==> src/rtl/hcdf_pkg.sv <==
// Shared types and constants for the binned histogram with cumulative report.
`default_nettype none

package hcdf_pkg;

    localparam int DATA_W       = 16;
    localparam int CFG_IDX_W    = 2;
    localparam int BIN_INDEX_W  = 6;
    localparam int MAX_BINS_DEF = 64;
    localparam int COUNT_W_DEF  = 32;

    localparam logic [CFG_IDX_W-1:0] REG_LOW_BOUND  = 2'd0;
    localparam logic [CFG_IDX_W-1:0] REG_HIGH_BOUND = 2'd1;
    localparam logic [CFG_IDX_W-1:0] REG_BIN_WIDTH  = 2'd2;

    localparam logic [DATA_W-1:0] LOW_BOUND_RST  = 16'd0;
    localparam logic [DATA_W-1:0] HIGH_BOUND_RST = 16'hFFFF;
    localparam logic [DATA_W-1:0] BIN_WIDTH_RST  = 16'd1024;

    localparam logic KIND_SAMPLE = 1'b0;
    localparam logic KIND_TICK   = 1'b1;

    typedef enum logic [2:0] {
        ST_IDLE,
        ST_NB_DIV,
        ST_SMP_DIV,
        ST_SMP_WR,
        ST_REP_RD,
        ST_REP_ACC
    } state_t;

    typedef struct packed {
        logic in_ready;
        logic nb_start;
        logic nb_load;
        logic smp_start;
        logic smp_rd;
        logic smp_wr;
        logic rep_init;
        logic rep_rd;
        logic rep_next;
        logic out_load;
        logic clear_all;
    } ctrl_cmd_t;

    typedef struct packed {
        logic nb_stale;
        logic nb_zero;
        logic smp_ok;
        logic div_done;
        logic last_bin;
        logic out_free;
    } dp_status_t;

endpackage

`default_nettype wire

==> src/rtl/hcdf_div.sv <==
// Bit-serial restoring divider, one quotient bit per cycle.
`default_nettype none

module hcdf_div (
    input  wire logic                         clk,
    input  wire logic                         rst_n,
    input  wire logic                         start,
    input  wire logic [hcdf_pkg::DATA_W-1:0]  dividend,
    input  wire logic [hcdf_pkg::DATA_W-1:0]  divisor,
    output logic      [hcdf_pkg::DATA_W-1:0]  quotient,
    output logic                              done
);

    localparam int DW = hcdf_pkg::DATA_W;
    localparam int SW = $clog2(DW);

    logic          busy_reg, busy_next;
    logic          done_reg, done_next;
    logic [SW-1:0] step_reg, step_next;
    logic [DW-1:0] rem_reg, rem_next;
    logic [DW-1:0] quo_reg, quo_next;
    logic [DW-1:0] dvs_reg, dvs_next;

    logic [DW:0]   shifted;
    logic [DW:0]   diff;
    logic          fits;

    assign shifted = {rem_reg, quo_reg[DW-1]};
    assign diff    = shifted - {1'b0, dvs_reg};
    assign fits    = (shifted >= {1'b0, dvs_reg});

    always_comb
    begin
        busy_next = busy_reg;
        done_next = 1'b0;
        step_next = step_reg;
        rem_next  = rem_reg;
        quo_next  = quo_reg;
        dvs_next  = dvs_reg;
        if (start)
        begin
            busy_next = 1'b1;
            step_next = '0;
            rem_next  = '0;
            quo_next  = dividend;
            // a zero width counts as one
            dvs_next  = (divisor == '0) ? DW'(1) : divisor;
        end
        else if (busy_reg)
        begin
            rem_next  = fits ? diff[DW-1:0] : shifted[DW-1:0];
            quo_next  = {quo_reg[DW-2:0], fits};
            step_next = step_reg + 1'b1;
            if (step_reg == SW'(DW - 1))
            begin
                busy_next = 1'b0;
                done_next = 1'b1;
            end
        end
    end

    always_ff @(posedge clk or negedge rst_n)
    begin
        if (!rst_n)
        begin
            busy_reg <= 1'b0;
            done_reg <= 1'b0;
            step_reg <= '0;
        end
        else
        begin
            busy_reg <= busy_next;
            done_reg <= done_next;
            step_reg <= step_next;
        end
    end

    always_ff @(posedge clk)
    begin
        rem_reg <= rem_next;
        quo_reg <= quo_next;
        dvs_reg <= dvs_next;
    end

    assign quotient = quo_reg;
    assign done     = done_reg;

endmodule

`default_nettype wire

==> src/rtl/hcdf_datapath.sv <==
// Datapath: bound registers, bin count memory, divider, accumulator, output register.
`default_nettype none

module hcdf_datapath #(
    parameter int MAX_BINS    = hcdf_pkg::MAX_BINS_DEF,
    parameter int COUNT_WIDTH = hcdf_pkg::COUNT_W_DEF
) (
    input  wire logic                               clk,
    input  wire logic                               rst_n,
    input  wire logic                               cfg_we,
    input  wire logic [hcdf_pkg::CFG_IDX_W-1:0]     cfg_index,
    input  wire logic [hcdf_pkg::DATA_W-1:0]        cfg_wdata,
    input  wire logic [hcdf_pkg::DATA_W-1:0]        sample_value,
    input  wire hcdf_pkg::ctrl_cmd_t                cmd,
    output hcdf_pkg::dp_status_t                    sts,
    output logic                                    out_valid,
    input  wire logic                               out_stall,
    output logic [hcdf_pkg::BIN_INDEX_W-1:0]        bin_index,
    output logic [COUNT_WIDTH-1:0]                  cumulative_count,
    output logic                                    last
);

    localparam int DW    = hcdf_pkg::DATA_W;
    localparam int BIW   = hcdf_pkg::BIN_INDEX_W;
    localparam int IDX_W = (MAX_BINS > 1) ? $clog2(MAX_BINS) : 1;
    localparam int NB_W  = $clog2(MAX_BINS + 1);

    // configuration
    logic [DW-1:0]   low_reg, low_next;
    logic [DW-1:0]   high_reg, high_next;
    logic [DW-1:0]   width_reg, width_next;
    logic            stale_reg, stale_next;
    logic [NB_W-1:0] nb_reg, nb_next;

    // divider
    logic            div_start;
    logic [DW-1:0]   div_dividend;
    logic [DW-1:0]   div_q;
    logic            div_done;

    // bin memory
    logic [COUNT_WIDTH-1:0] bin_mem [MAX_BINS];
    logic [MAX_BINS-1:0]    vld_reg, vld_next;
    logic [COUNT_WIDTH-1:0] rd_data_reg;
    logic                   rd_vld_reg;
    logic                   mem_rd;
    logic [IDX_W-1:0]       rd_addr;
    logic [IDX_W-1:0]       smp_idx;
    logic [IDX_W-1:0]       idx_reg;
    logic [COUNT_WIDTH-1:0] rd_cnt;
    logic [COUNT_WIDTH-1:0] inc_cnt;

    // report
    logic [IDX_W-1:0]       i_reg, i_next;
    logic [COUNT_WIDTH-1:0] acc_reg, acc_next;
    logic [COUNT_WIDTH:0]   acc_sum;
    logic [COUNT_WIDTH-1:0] acc_sat;
    logic                   last_bin;
    logic                   out_free;

    logic                   out_valid_reg, out_valid_next;
    logic [BIW-1:0]         out_idx_reg;
    logic [COUNT_WIDTH-1:0] out_cnt_reg;
    logic                   out_last_reg;

    // ---------------------------------------------------------------- config
    always_comb
    begin
        low_next   = low_reg;
        high_next  = high_reg;
        width_next = width_reg;
        if (cfg_we)
        begin
            unique case (cfg_index)
                hcdf_pkg::REG_LOW_BOUND:  low_next   = cfg_wdata;
                hcdf_pkg::REG_HIGH_BOUND: high_next  = cfg_wdata;
                hcdf_pkg::REG_BIN_WIDTH:  width_next = cfg_wdata;
                default:                  ;
            endcase
        end
    end

    // a write during a recompute marks the bin count stale again
    always_comb
    begin
        stale_next = stale_reg;
        if (cmd.nb_start)
            stale_next = 1'b0;
        if (cfg_we)
            stale_next = 1'b1;
    end

    always_comb
    begin
        nb_next = nb_reg;
        if (cmd.nb_load)
        begin
            if (high_reg < low_reg)
                nb_next = '0;
            else if (div_q > DW'(MAX_BINS))
                nb_next = NB_W'(MAX_BINS);
            else
                nb_next = NB_W'(div_q);
        end
    end

    always_ff @(posedge clk or negedge rst_n)
    begin
        if (!rst_n)
        begin
            low_reg   <= hcdf_pkg::LOW_BOUND_RST;
            high_reg  <= hcdf_pkg::HIGH_BOUND_RST;
            width_reg <= hcdf_pkg::BIN_WIDTH_RST;
            stale_reg <= 1'b1;
            nb_reg    <= '0;
        end
        else
        begin
            low_reg   <= low_next;
            high_reg  <= high_next;
            width_reg <= width_next;
            stale_reg <= stale_next;
            nb_reg    <= nb_next;
        end
    end

    // --------------------------------------------------------------- divider
    assign div_start    = cmd.nb_start | cmd.smp_start;
    assign div_dividend = cmd.nb_start ? (high_reg - low_reg) : (sample_value - low_reg);

    hcdf_div u_div (
        .clk      (clk),
        .rst_n    (rst_n),
        .start    (div_start),
        .dividend (div_dividend),
        .divisor  (width_reg),
        .quotient (div_q),
        .done     (div_done)
    );

    // fold indexes past the last bin into the last bin
    assign smp_idx = (div_q >= DW'(nb_reg)) ? IDX_W'(nb_reg - NB_W'(1)) : IDX_W'(div_q);

    // ------------------------------------------------------------ bin memory
    assign mem_rd  = cmd.smp_rd | cmd.rep_rd;
    assign rd_addr = cmd.rep_rd ? i_reg : smp_idx;
    assign rd_cnt  = rd_vld_reg ? rd_data_reg : '0;
    assign inc_cnt = (rd_cnt == '1) ? rd_cnt : rd_cnt + 1'b1;

    always_ff @(posedge clk)
    begin
        if (mem_rd)
        begin
            rd_data_reg <= bin_mem[rd_addr];
            rd_vld_reg  <= vld_reg[rd_addr];
        end
        if (cmd.smp_rd)
            idx_reg <= smp_idx;
        if (cmd.smp_wr)
            bin_mem[idx_reg] <= inc_cnt;
    end

    always_comb
    begin
        vld_next = vld_reg;
        if (cmd.clear_all)
            vld_next = '0;
        else if (cmd.smp_wr)
            vld_next[idx_reg] = 1'b1;
    end

    always_ff @(posedge clk or negedge rst_n)
    begin
        if (!rst_n)
            vld_reg <= '0;
        else
            vld_reg <= vld_next;
    end

    // ---------------------------------------------------------------- report
    assign acc_sum  = {1'b0, acc_reg} + {1'b0, rd_cnt};
    assign acc_sat  = acc_sum[COUNT_WIDTH] ? '1 : acc_sum[COUNT_WIDTH-1:0];
    assign last_bin = ((NB_W'(i_reg) + NB_W'(1)) == nb_reg);
    assign out_free = !out_valid_reg || !out_stall;

    always_comb
    begin
        i_next   = i_reg;
        acc_next = acc_reg;
        if (cmd.rep_init)
        begin
            i_next   = '0;
            acc_next = '0;
        end
        else
        begin
            if (cmd.rep_next)
                i_next = i_reg + 1'b1;
            if (cmd.out_load)
                acc_next = acc_sat;
        end
    end

    always_comb
    begin
        out_valid_next = out_valid_reg;
        if (cmd.out_load)
            out_valid_next = 1'b1;
        else if (!out_stall)
            out_valid_next = 1'b0;
    end

    always_ff @(posedge clk)
    begin
        i_reg   <= i_next;
        acc_reg <= acc_next;
        if (cmd.out_load)
        begin
            out_idx_reg  <= BIW'(i_reg);
            out_cnt_reg  <= acc_sat;
            out_last_reg <= last_bin;
        end
    end

    always_ff @(posedge clk or negedge rst_n)
    begin
        if (!rst_n)
            out_valid_reg <= 1'b0;
        else
            out_valid_reg <= out_valid_next;
    end

    assign out_valid        = out_valid_reg;
    assign bin_index        = out_idx_reg;
    assign cumulative_count = out_cnt_reg;
    assign last             = out_last_reg;

    // ---------------------------------------------------------------- status
    assign sts.nb_stale = stale_reg;
    assign sts.nb_zero  = (nb_reg == '0);
    assign sts.smp_ok   = (nb_reg != '0) && (sample_value >= low_reg)
                          && (sample_value <= high_reg);
    assign sts.div_done = div_done;
    assign sts.last_bin = last_bin;
    assign sts.out_free = out_free;

`ifndef NO_ASSERTIONS
    a_load_free: assert property (@(posedge clk) disable iff (!rst_n)
        cmd.out_load |-> out_free)
        else $error("result loaded over a waiting result");

    a_nb_cap: assert property (@(posedge clk) disable iff (!rst_n)
        nb_reg <= NB_W'(MAX_BINS))
        else $error("bin count above cap");

    a_wr_in_use: assert property (@(posedge clk) disable iff (!rst_n)
        cmd.smp_wr |-> (nb_reg != '0) && (NB_W'(idx_reg) < nb_reg))
        else $error("sample written to a bin not in use");
`endif

endmodule

`default_nettype wire

==> src/rtl/hcdf_ctrl.sv <==
// Controller state machine for the binned histogram.
`default_nettype none

module hcdf_ctrl (
    input  wire logic                  clk,
    input  wire logic                  rst_n,
    input  wire logic                  in_valid,
    input  wire logic                  kind,
    input  wire hcdf_pkg::dp_status_t  sts,
    output hcdf_pkg::ctrl_cmd_t        cmd
);

    hcdf_pkg::state_t state_reg, state_next;
    logic             ready;
    logic             accept;

    assign ready  = (state_reg == hcdf_pkg::ST_IDLE) && !sts.nb_stale;
    assign accept = in_valid && ready;

    always_comb
    begin
        state_next = state_reg;
        unique case (state_reg)
            hcdf_pkg::ST_IDLE:
            begin
                if (sts.nb_stale)
                    state_next = hcdf_pkg::ST_NB_DIV;
                else if (accept)
                begin
                    if (kind == hcdf_pkg::KIND_TICK)
                    begin
                        if (!sts.nb_zero)
                            state_next = hcdf_pkg::ST_REP_RD;
                    end
                    else if (sts.smp_ok)
                        state_next = hcdf_pkg::ST_SMP_DIV;
                end
            end
            hcdf_pkg::ST_NB_DIV:
            begin
                if (sts.div_done)
                    state_next = hcdf_pkg::ST_IDLE;
            end
            hcdf_pkg::ST_SMP_DIV:
            begin
                if (sts.div_done)
                    state_next = hcdf_pkg::ST_SMP_WR;
            end
            hcdf_pkg::ST_SMP_WR:
                state_next = hcdf_pkg::ST_IDLE;
            hcdf_pkg::ST_REP_RD:
                state_next = hcdf_pkg::ST_REP_ACC;
            hcdf_pkg::ST_REP_ACC:
            begin
                if (sts.out_free)
                    state_next = sts.last_bin ? hcdf_pkg::ST_IDLE : hcdf_pkg::ST_REP_RD;
            end
            default:
                state_next = hcdf_pkg::ST_IDLE;
        endcase
    end

    always_comb
    begin
        cmd          = '0;
        cmd.in_ready = ready;
        unique case (state_reg)
            hcdf_pkg::ST_IDLE:
            begin
                if (sts.nb_stale)
                    cmd.nb_start = 1'b1;
                else if (accept)
                begin
                    if (kind == hcdf_pkg::KIND_TICK)
                    begin
                        // no bins in use: nothing to report, still clear
                        if (sts.nb_zero)
                            cmd.clear_all = 1'b1;
                        else
                            cmd.rep_init = 1'b1;
                    end
                    else if (sts.smp_ok)
                        cmd.smp_start = 1'b1;
                end
            end
            hcdf_pkg::ST_NB_DIV:
                cmd.nb_load = sts.div_done;
            hcdf_pkg::ST_SMP_DIV:
                cmd.smp_rd = sts.div_done;
            hcdf_pkg::ST_SMP_WR:
                cmd.smp_wr = 1'b1;
            hcdf_pkg::ST_REP_RD:
                cmd.rep_rd = 1'b1;
            hcdf_pkg::ST_REP_ACC:
            begin
                if (sts.out_free)
                begin
                    cmd.out_load  = 1'b1;
                    cmd.clear_all = sts.last_bin;
                    cmd.rep_next  = !sts.last_bin;
                end
            end
            default:
                ;
        endcase
    end

    always_ff @(posedge clk or negedge rst_n)
    begin
        if (!rst_n)
            state_reg <= hcdf_pkg::ST_IDLE;
        else
            state_reg <= state_next;
    end

`ifndef NO_ASSERTIONS
    a_done_in_div: assert property (@(posedge clk) disable iff (!rst_n)
        sts.div_done |-> (state_reg == hcdf_pkg::ST_NB_DIV)
                         || (state_reg == hcdf_pkg::ST_SMP_DIV))
        else $error("divider finished outside a divide state");

    a_rep_hold: assert property (@(posedge clk) disable iff (!rst_n)
        (state_reg == hcdf_pkg::ST_REP_ACC) && !sts.out_free
        |=> (state_reg == hcdf_pkg::ST_REP_ACC))
        else $error("report advanced while output was blocked");

    a_fresh_nb: assert property (@(posedge clk) disable iff (!rst_n)
        (cmd.smp_start || cmd.rep_init) |-> !sts.nb_stale)
        else $error("request started on a stale bin count");
`endif

endmodule

`default_nettype wire

==> src/rtl/binned_histogram_cdf.sv <==
// Top level of the binned histogram with cumulative report.
`default_nettype none

// A sample request (kind 0) inside [low_bound, high_bound] adds one to bin
// (sample_value - low_bound) / bin_width; samples outside the bounds or with no
// bins in use are dropped. A tick request (kind 1) sends one result per bin in
// use, bin 0 first, carrying the saturating running sum, with last set on the
// final bin, then clears all bins. The bin index comes from a bit-serial divider
// that resolves one quotient bit per cycle, so a counted sample occupies the
// block through its accept, 16 divide steps, a memory read and a memory write;
// a dropped sample is only accepted. A tick, after its accept, does one counter
// memory read and then one accumulate per bin in use, and waits whenever the
// output stalls. After any register write the bin count is recomputed with the
// same divider, which holds off the next request until the recompute after the
// last write is done, longer when that write lands while a recompute is already
// running. A result waits in an output register, so the next request can be
// taken while it is pending.
module binned_histogram_cdf #(
    parameter int MAX_BINS    = hcdf_pkg::MAX_BINS_DEF,
    parameter int COUNT_WIDTH = hcdf_pkg::COUNT_W_DEF
) (
    input  wire logic                              clk,
    input  wire logic                              rst_n,
    input  wire logic                              cfg_we,
    input  wire logic [hcdf_pkg::CFG_IDX_W-1:0]    cfg_index,
    input  wire logic [hcdf_pkg::DATA_W-1:0]       cfg_wdata,
    input  wire logic                              in_valid,
    output logic                                   in_stall,
    input  wire logic                              kind,
    input  wire logic [hcdf_pkg::DATA_W-1:0]       sample_value,
    output logic                                   out_valid,
    input  wire logic                              out_stall,
    output logic [hcdf_pkg::BIN_INDEX_W-1:0]       bin_index,
    output logic [COUNT_WIDTH-1:0]                 cumulative_count,
    output logic                                   last
);

    hcdf_pkg::ctrl_cmd_t  cmd;
    hcdf_pkg::dp_status_t sts;

    hcdf_ctrl u_ctrl (
        .clk      (clk),
        .rst_n    (rst_n),
        .in_valid (in_valid),
        .kind     (kind),
        .sts      (sts),
        .cmd      (cmd)
    );

    hcdf_datapath #(
        .MAX_BINS    (MAX_BINS),
        .COUNT_WIDTH (COUNT_WIDTH)
    ) u_datapath (
        .clk              (clk),
        .rst_n            (rst_n),
        .cfg_we           (cfg_we),
        .cfg_index        (cfg_index),
        .cfg_wdata        (cfg_wdata),
        .sample_value     (sample_value),
        .cmd              (cmd),
        .sts              (sts),
        .out_valid        (out_valid),
        .out_stall        (out_stall),
        .bin_index        (bin_index),
        .cumulative_count (cumulative_count),
        .last             (last)
    );

    assign in_stall = !cmd.in_ready;

endmodule

`default_nettype wire

==> config.mk <==
export PLATFORM = sky130hd
export DESIGN_NAME = binned_histogram_cdf
export DESIGN_NICKNAME = d
export VERILOG_FILES = /design/src/rtl/hcdf_pkg.sv /design/src/rtl/hcdf_div.sv /design/src/rtl/hcdf_datapath.sv /design/src/rtl/hcdf_ctrl.sv /design/src/rtl/binned_histogram_cdf.sv
export SDC_FILE = /design/constraint.sdc
export NUM_CORES = 2
export LEC_CHECK = 0
export BUFFER_PORTS_ARGS = -buffer_cell sky130_fd_sc_hd__buf_2
export CAP_MARGIN = 20
export CORE_UTILIZATION = 25
export CTS_CLUSTER_SIZE = 12
export DETAILED_ROUTE_END_ITERATION = 16
export PLACE_DENSITY_LB_ADDON = 0.3
export SLEW_MARGIN = 40
export SYNTH_ARGS = -nofsm -noshare
export SYNTH_HDL_FRONTEND = slang
export SYNTH_SLANG_ARGS = --single-unit
==> constraint.sdc <==
create_clock -name clk -period 6.3 [get_ports clk]
set_clock_uncertainty 0.15 [all_clocks]
set_input_delay 0.63 -clock clk [delete_from_list [all_inputs] [get_ports clk]]
set_output_delay 0.63 -clock clk [all_outputs]
set_load 0.01 [all_outputs]
==> out/qor.txt <==
Status: finished clean
RSZ-0062 raised after global routing: no
Final wirelength: 333000 µm
Layout cell share with drive strength beyond 1: 11.7%
Synthesis-stage register bit count: 2342
Setup Buffers After CTS: 0
DPL Wire Length: 203000 µm
Grt total ovfl: 0
# port buffers: 80
Placeable Area: 393000 µm²
Most frequent cells in the layout: edfxtp_1 (2158), nand2_1 (1957), nand3_1 (1042), clkbuf_16 (284), a21oi_1 (267)
Leakage: 40.7 nW
Worst R2R Path Depth: 11
Routed Antenna Nets: 0
Commonest non-fill, non-tap cell in the layout: edfxtp_1
Post-synthesis sequential area ratio: 70.2%
Worst Max-Slew Pin Slew: 0.932 ns
Clock latency on the worst-skew pair: 0.94 ns
Post-synthesis net count: 8017
# clock sinks: 2342
Largest net degree at the start of global routing: 137
Global-route wire length before repair: 471000 µm
WS Path Type: reg2reg
WL/cell: 24.6 µm
Arrival time of the worst setup path: 5.61 ns
Flop2flop setup slack: 1.14 ns
# DRC: 0
Initial core utilization: 25.1%
Maximum vdd drop: 0.000279 V
Final setup fails: 0
Worst Setup Slack post-DPL: 1.04 ns
Top-area cell type share of the netlist area: 65.8%
Met3 WL: 26100 µm
Hold Path Stages: 4
Worst-path clk slew: 0.06 ns
Fin. max-slew vios: 0
Fin. Hold Viols: 0
CTS tree: done
Period Utilization, post-route: 81.9%
Rel. slew slack: 37.3%
Hold crit path type: in2reg
Drt pass-1 iters: 6
Syn Inst Count: 7866
CTS root buf: clkbuf_16
DR vias: 66718
Cts repair resizes: 0
CP endpoint kind: flip-flop
Mapped Area: 98600 µm²
Pwr Density: 295 nW/µm²
Top cells by area, synth: edfxtp_1 (66%), nand2_1 (7.5%), nand3_1 (5.3%)
M1 WL: 144000 µm
# H-tree levels: 5
Fillers: 39619
Asr flop ratio synth: 5.55%
Die Y: 630 µm
Max Buffers Root-to-Sink: 4
Startpoint types: flip-flop
Top Layer Used: met5
Ports: 81
Met2 Wirelength: 150000 µm
P&R area growth vs syn: 17.8%
Final nets: 8257
GRT Util Overall: 16.2%
Unique masters post-synth: 99
Die Wd: 630 µm
CTS Buf Count: 277
Setup TNS: 0 ns
Syn Area/Cell: 12.5 µm²
Gpl congestion: 0.869
Period minus WS final: 5.16 ns
Max Fclk: 194 MHz
Vias per Instance: 4.93
Vias in the first global route: 63533
Iter 0 DRT Violations: 7482
Synth Flop Type: edfxtp_1
Initial antenna violation count: 12
Synth area leader: edfxtp_1
Tot Pwr: 34.3 mW
Max reg flops: 2048
YS warnings: 0
Die area: 397000 µm²
Critical Path RT: 6.75 ns
Placement Rows: 230
Crit path max fanout: 20
Max-Cap Viols: 0
Post-synth EDFFs: 2158
Setup slack after layout: 1.14 ns
-- cell usage after synthesis (19+ instances only) --
cell and instances:
a211oi_1 19, a21o_1 29, a21oi_1 269, a31oi_1 89
a32oi_1 58, and2_1 34, and3_1 38, buf_1 22
buf_2 287, buf_4 43, clkbuf_1 104, dfrtp_1 112
dfxtp_1 54, edfxtp_1 2158, ha_1 107, inv_1 97
mux2_2 34, mux2i_1 234, nand2_1 1963, nand2b_1 31
nand3_1 1044, nand4_1 85, nor2_1 218, nor3_1 88
o211ai_1 23, o21a_1 80, o21ai_0 103, or3_1 35
xnor2_1 75, xor2_1 26
-- layer usage --
layer / vias up / track usage, %
li1: 29272 / -
met1: 34027 / 22.7
met2: 2880 / 25.4
met3: 537 / 2.52
met4: 2 / 5.64
met5: - / 0
-- worst paths after layout --
kind | start | to
max | u_ctrl.state_reg[0] | u_datapath.rd_data_reg[18]
min | kind | u_ctrl.state_reg[1]
max reg2reg | u_ctrl.state_reg[0] | u_datapath.rd_data_reg[18]
min reg2reg | u_datapath.u_div.rem_reg[15] | u_datapath.u_div.rem_reg[15]
max in group asynchronous | rst_n | u_datapath.vld_reg[12]
min in group asynchronous | rst_n | u_datapath.width_reg[8]
-- power breakdown --
group / total, mW / internal (mW) / switching, mW / leakage, nW
logic: 2.22 / 0.891 / 1.33 / 14.7
registers: 17.3 / 17.1 / 0.215 / 22.1
clock network: 14.8 / 8.52 / 6.24 / 3.97
total: 34.3 / 26.5 / 7.78 / 40.7
-- worst max-delay path, cell delays in order (launching register included) --
cell      delay [ns]
dfrtp_1         0.61
or3b_1          0.64
nand2b_1        0.16
o32ai_1         0.53
or3_4           0.57
buf_4           0.48
buf_4           0.46
nand3_1         0.35
a21oi_1         0.27
nor3_1          0.17
o211ai_1        0.22
o211ai_1        0.16
-- stage by stage --
step	instance area (µm²)	std cells	hold WS, ns	utilization, %
after floorplan	98600	7866	0.184	-
after global placement	106000	12969	0.299	27.1
after detailed placement	108000	13016	0.306	27.4
after CTS	116000	13505	0.0211	29.5
after global routing	116000	13518	0.102	29.6
final	116000	13523	0.0758	29.6
-- timing repair --
| item | CTS | global route |
|---|---|---|
| endpoints found under the setup margin | 0 | 0 |
| hold endpoints to repair | 118 | 0 |
| hold buffers | 19 | 0 |
-- kinds of logic after synthesis --
| group | synth area share [%] |
|---|---|
| flip-flops | 70.2 |
| multiplexers | 2.77 |
| XOR/XNOR | 0.898 |
| adder cells (fa/ha/maj) | 1.44 |
| AND/OR/NAND/NOR | 16.2 |
| AO/OA/AOI/OAI | 5.71 |
| buffers and inverters | 2.86 |
-- area by class of cell --
cell class | count | area (µm²) | share of cell area [%]
Antenna cell | 6 | 15.0 | 0.0129
Clock buffer | 369 | 7500 | 6.45
Clock inverter | 101 | 628 | 0.541
Inverter | 99 | 372 | 0.320
Multi-Input combinational cell | 4950 | 27500 | 23.7
Sequential cell | 2342 | 69200 | 59.5
Tap cell | 5220 | 6530 | 5.62
Timing Repair Buffer | 436 | 4410 | 3.79
Note: power is estimated with default switching activity, not from simulation.
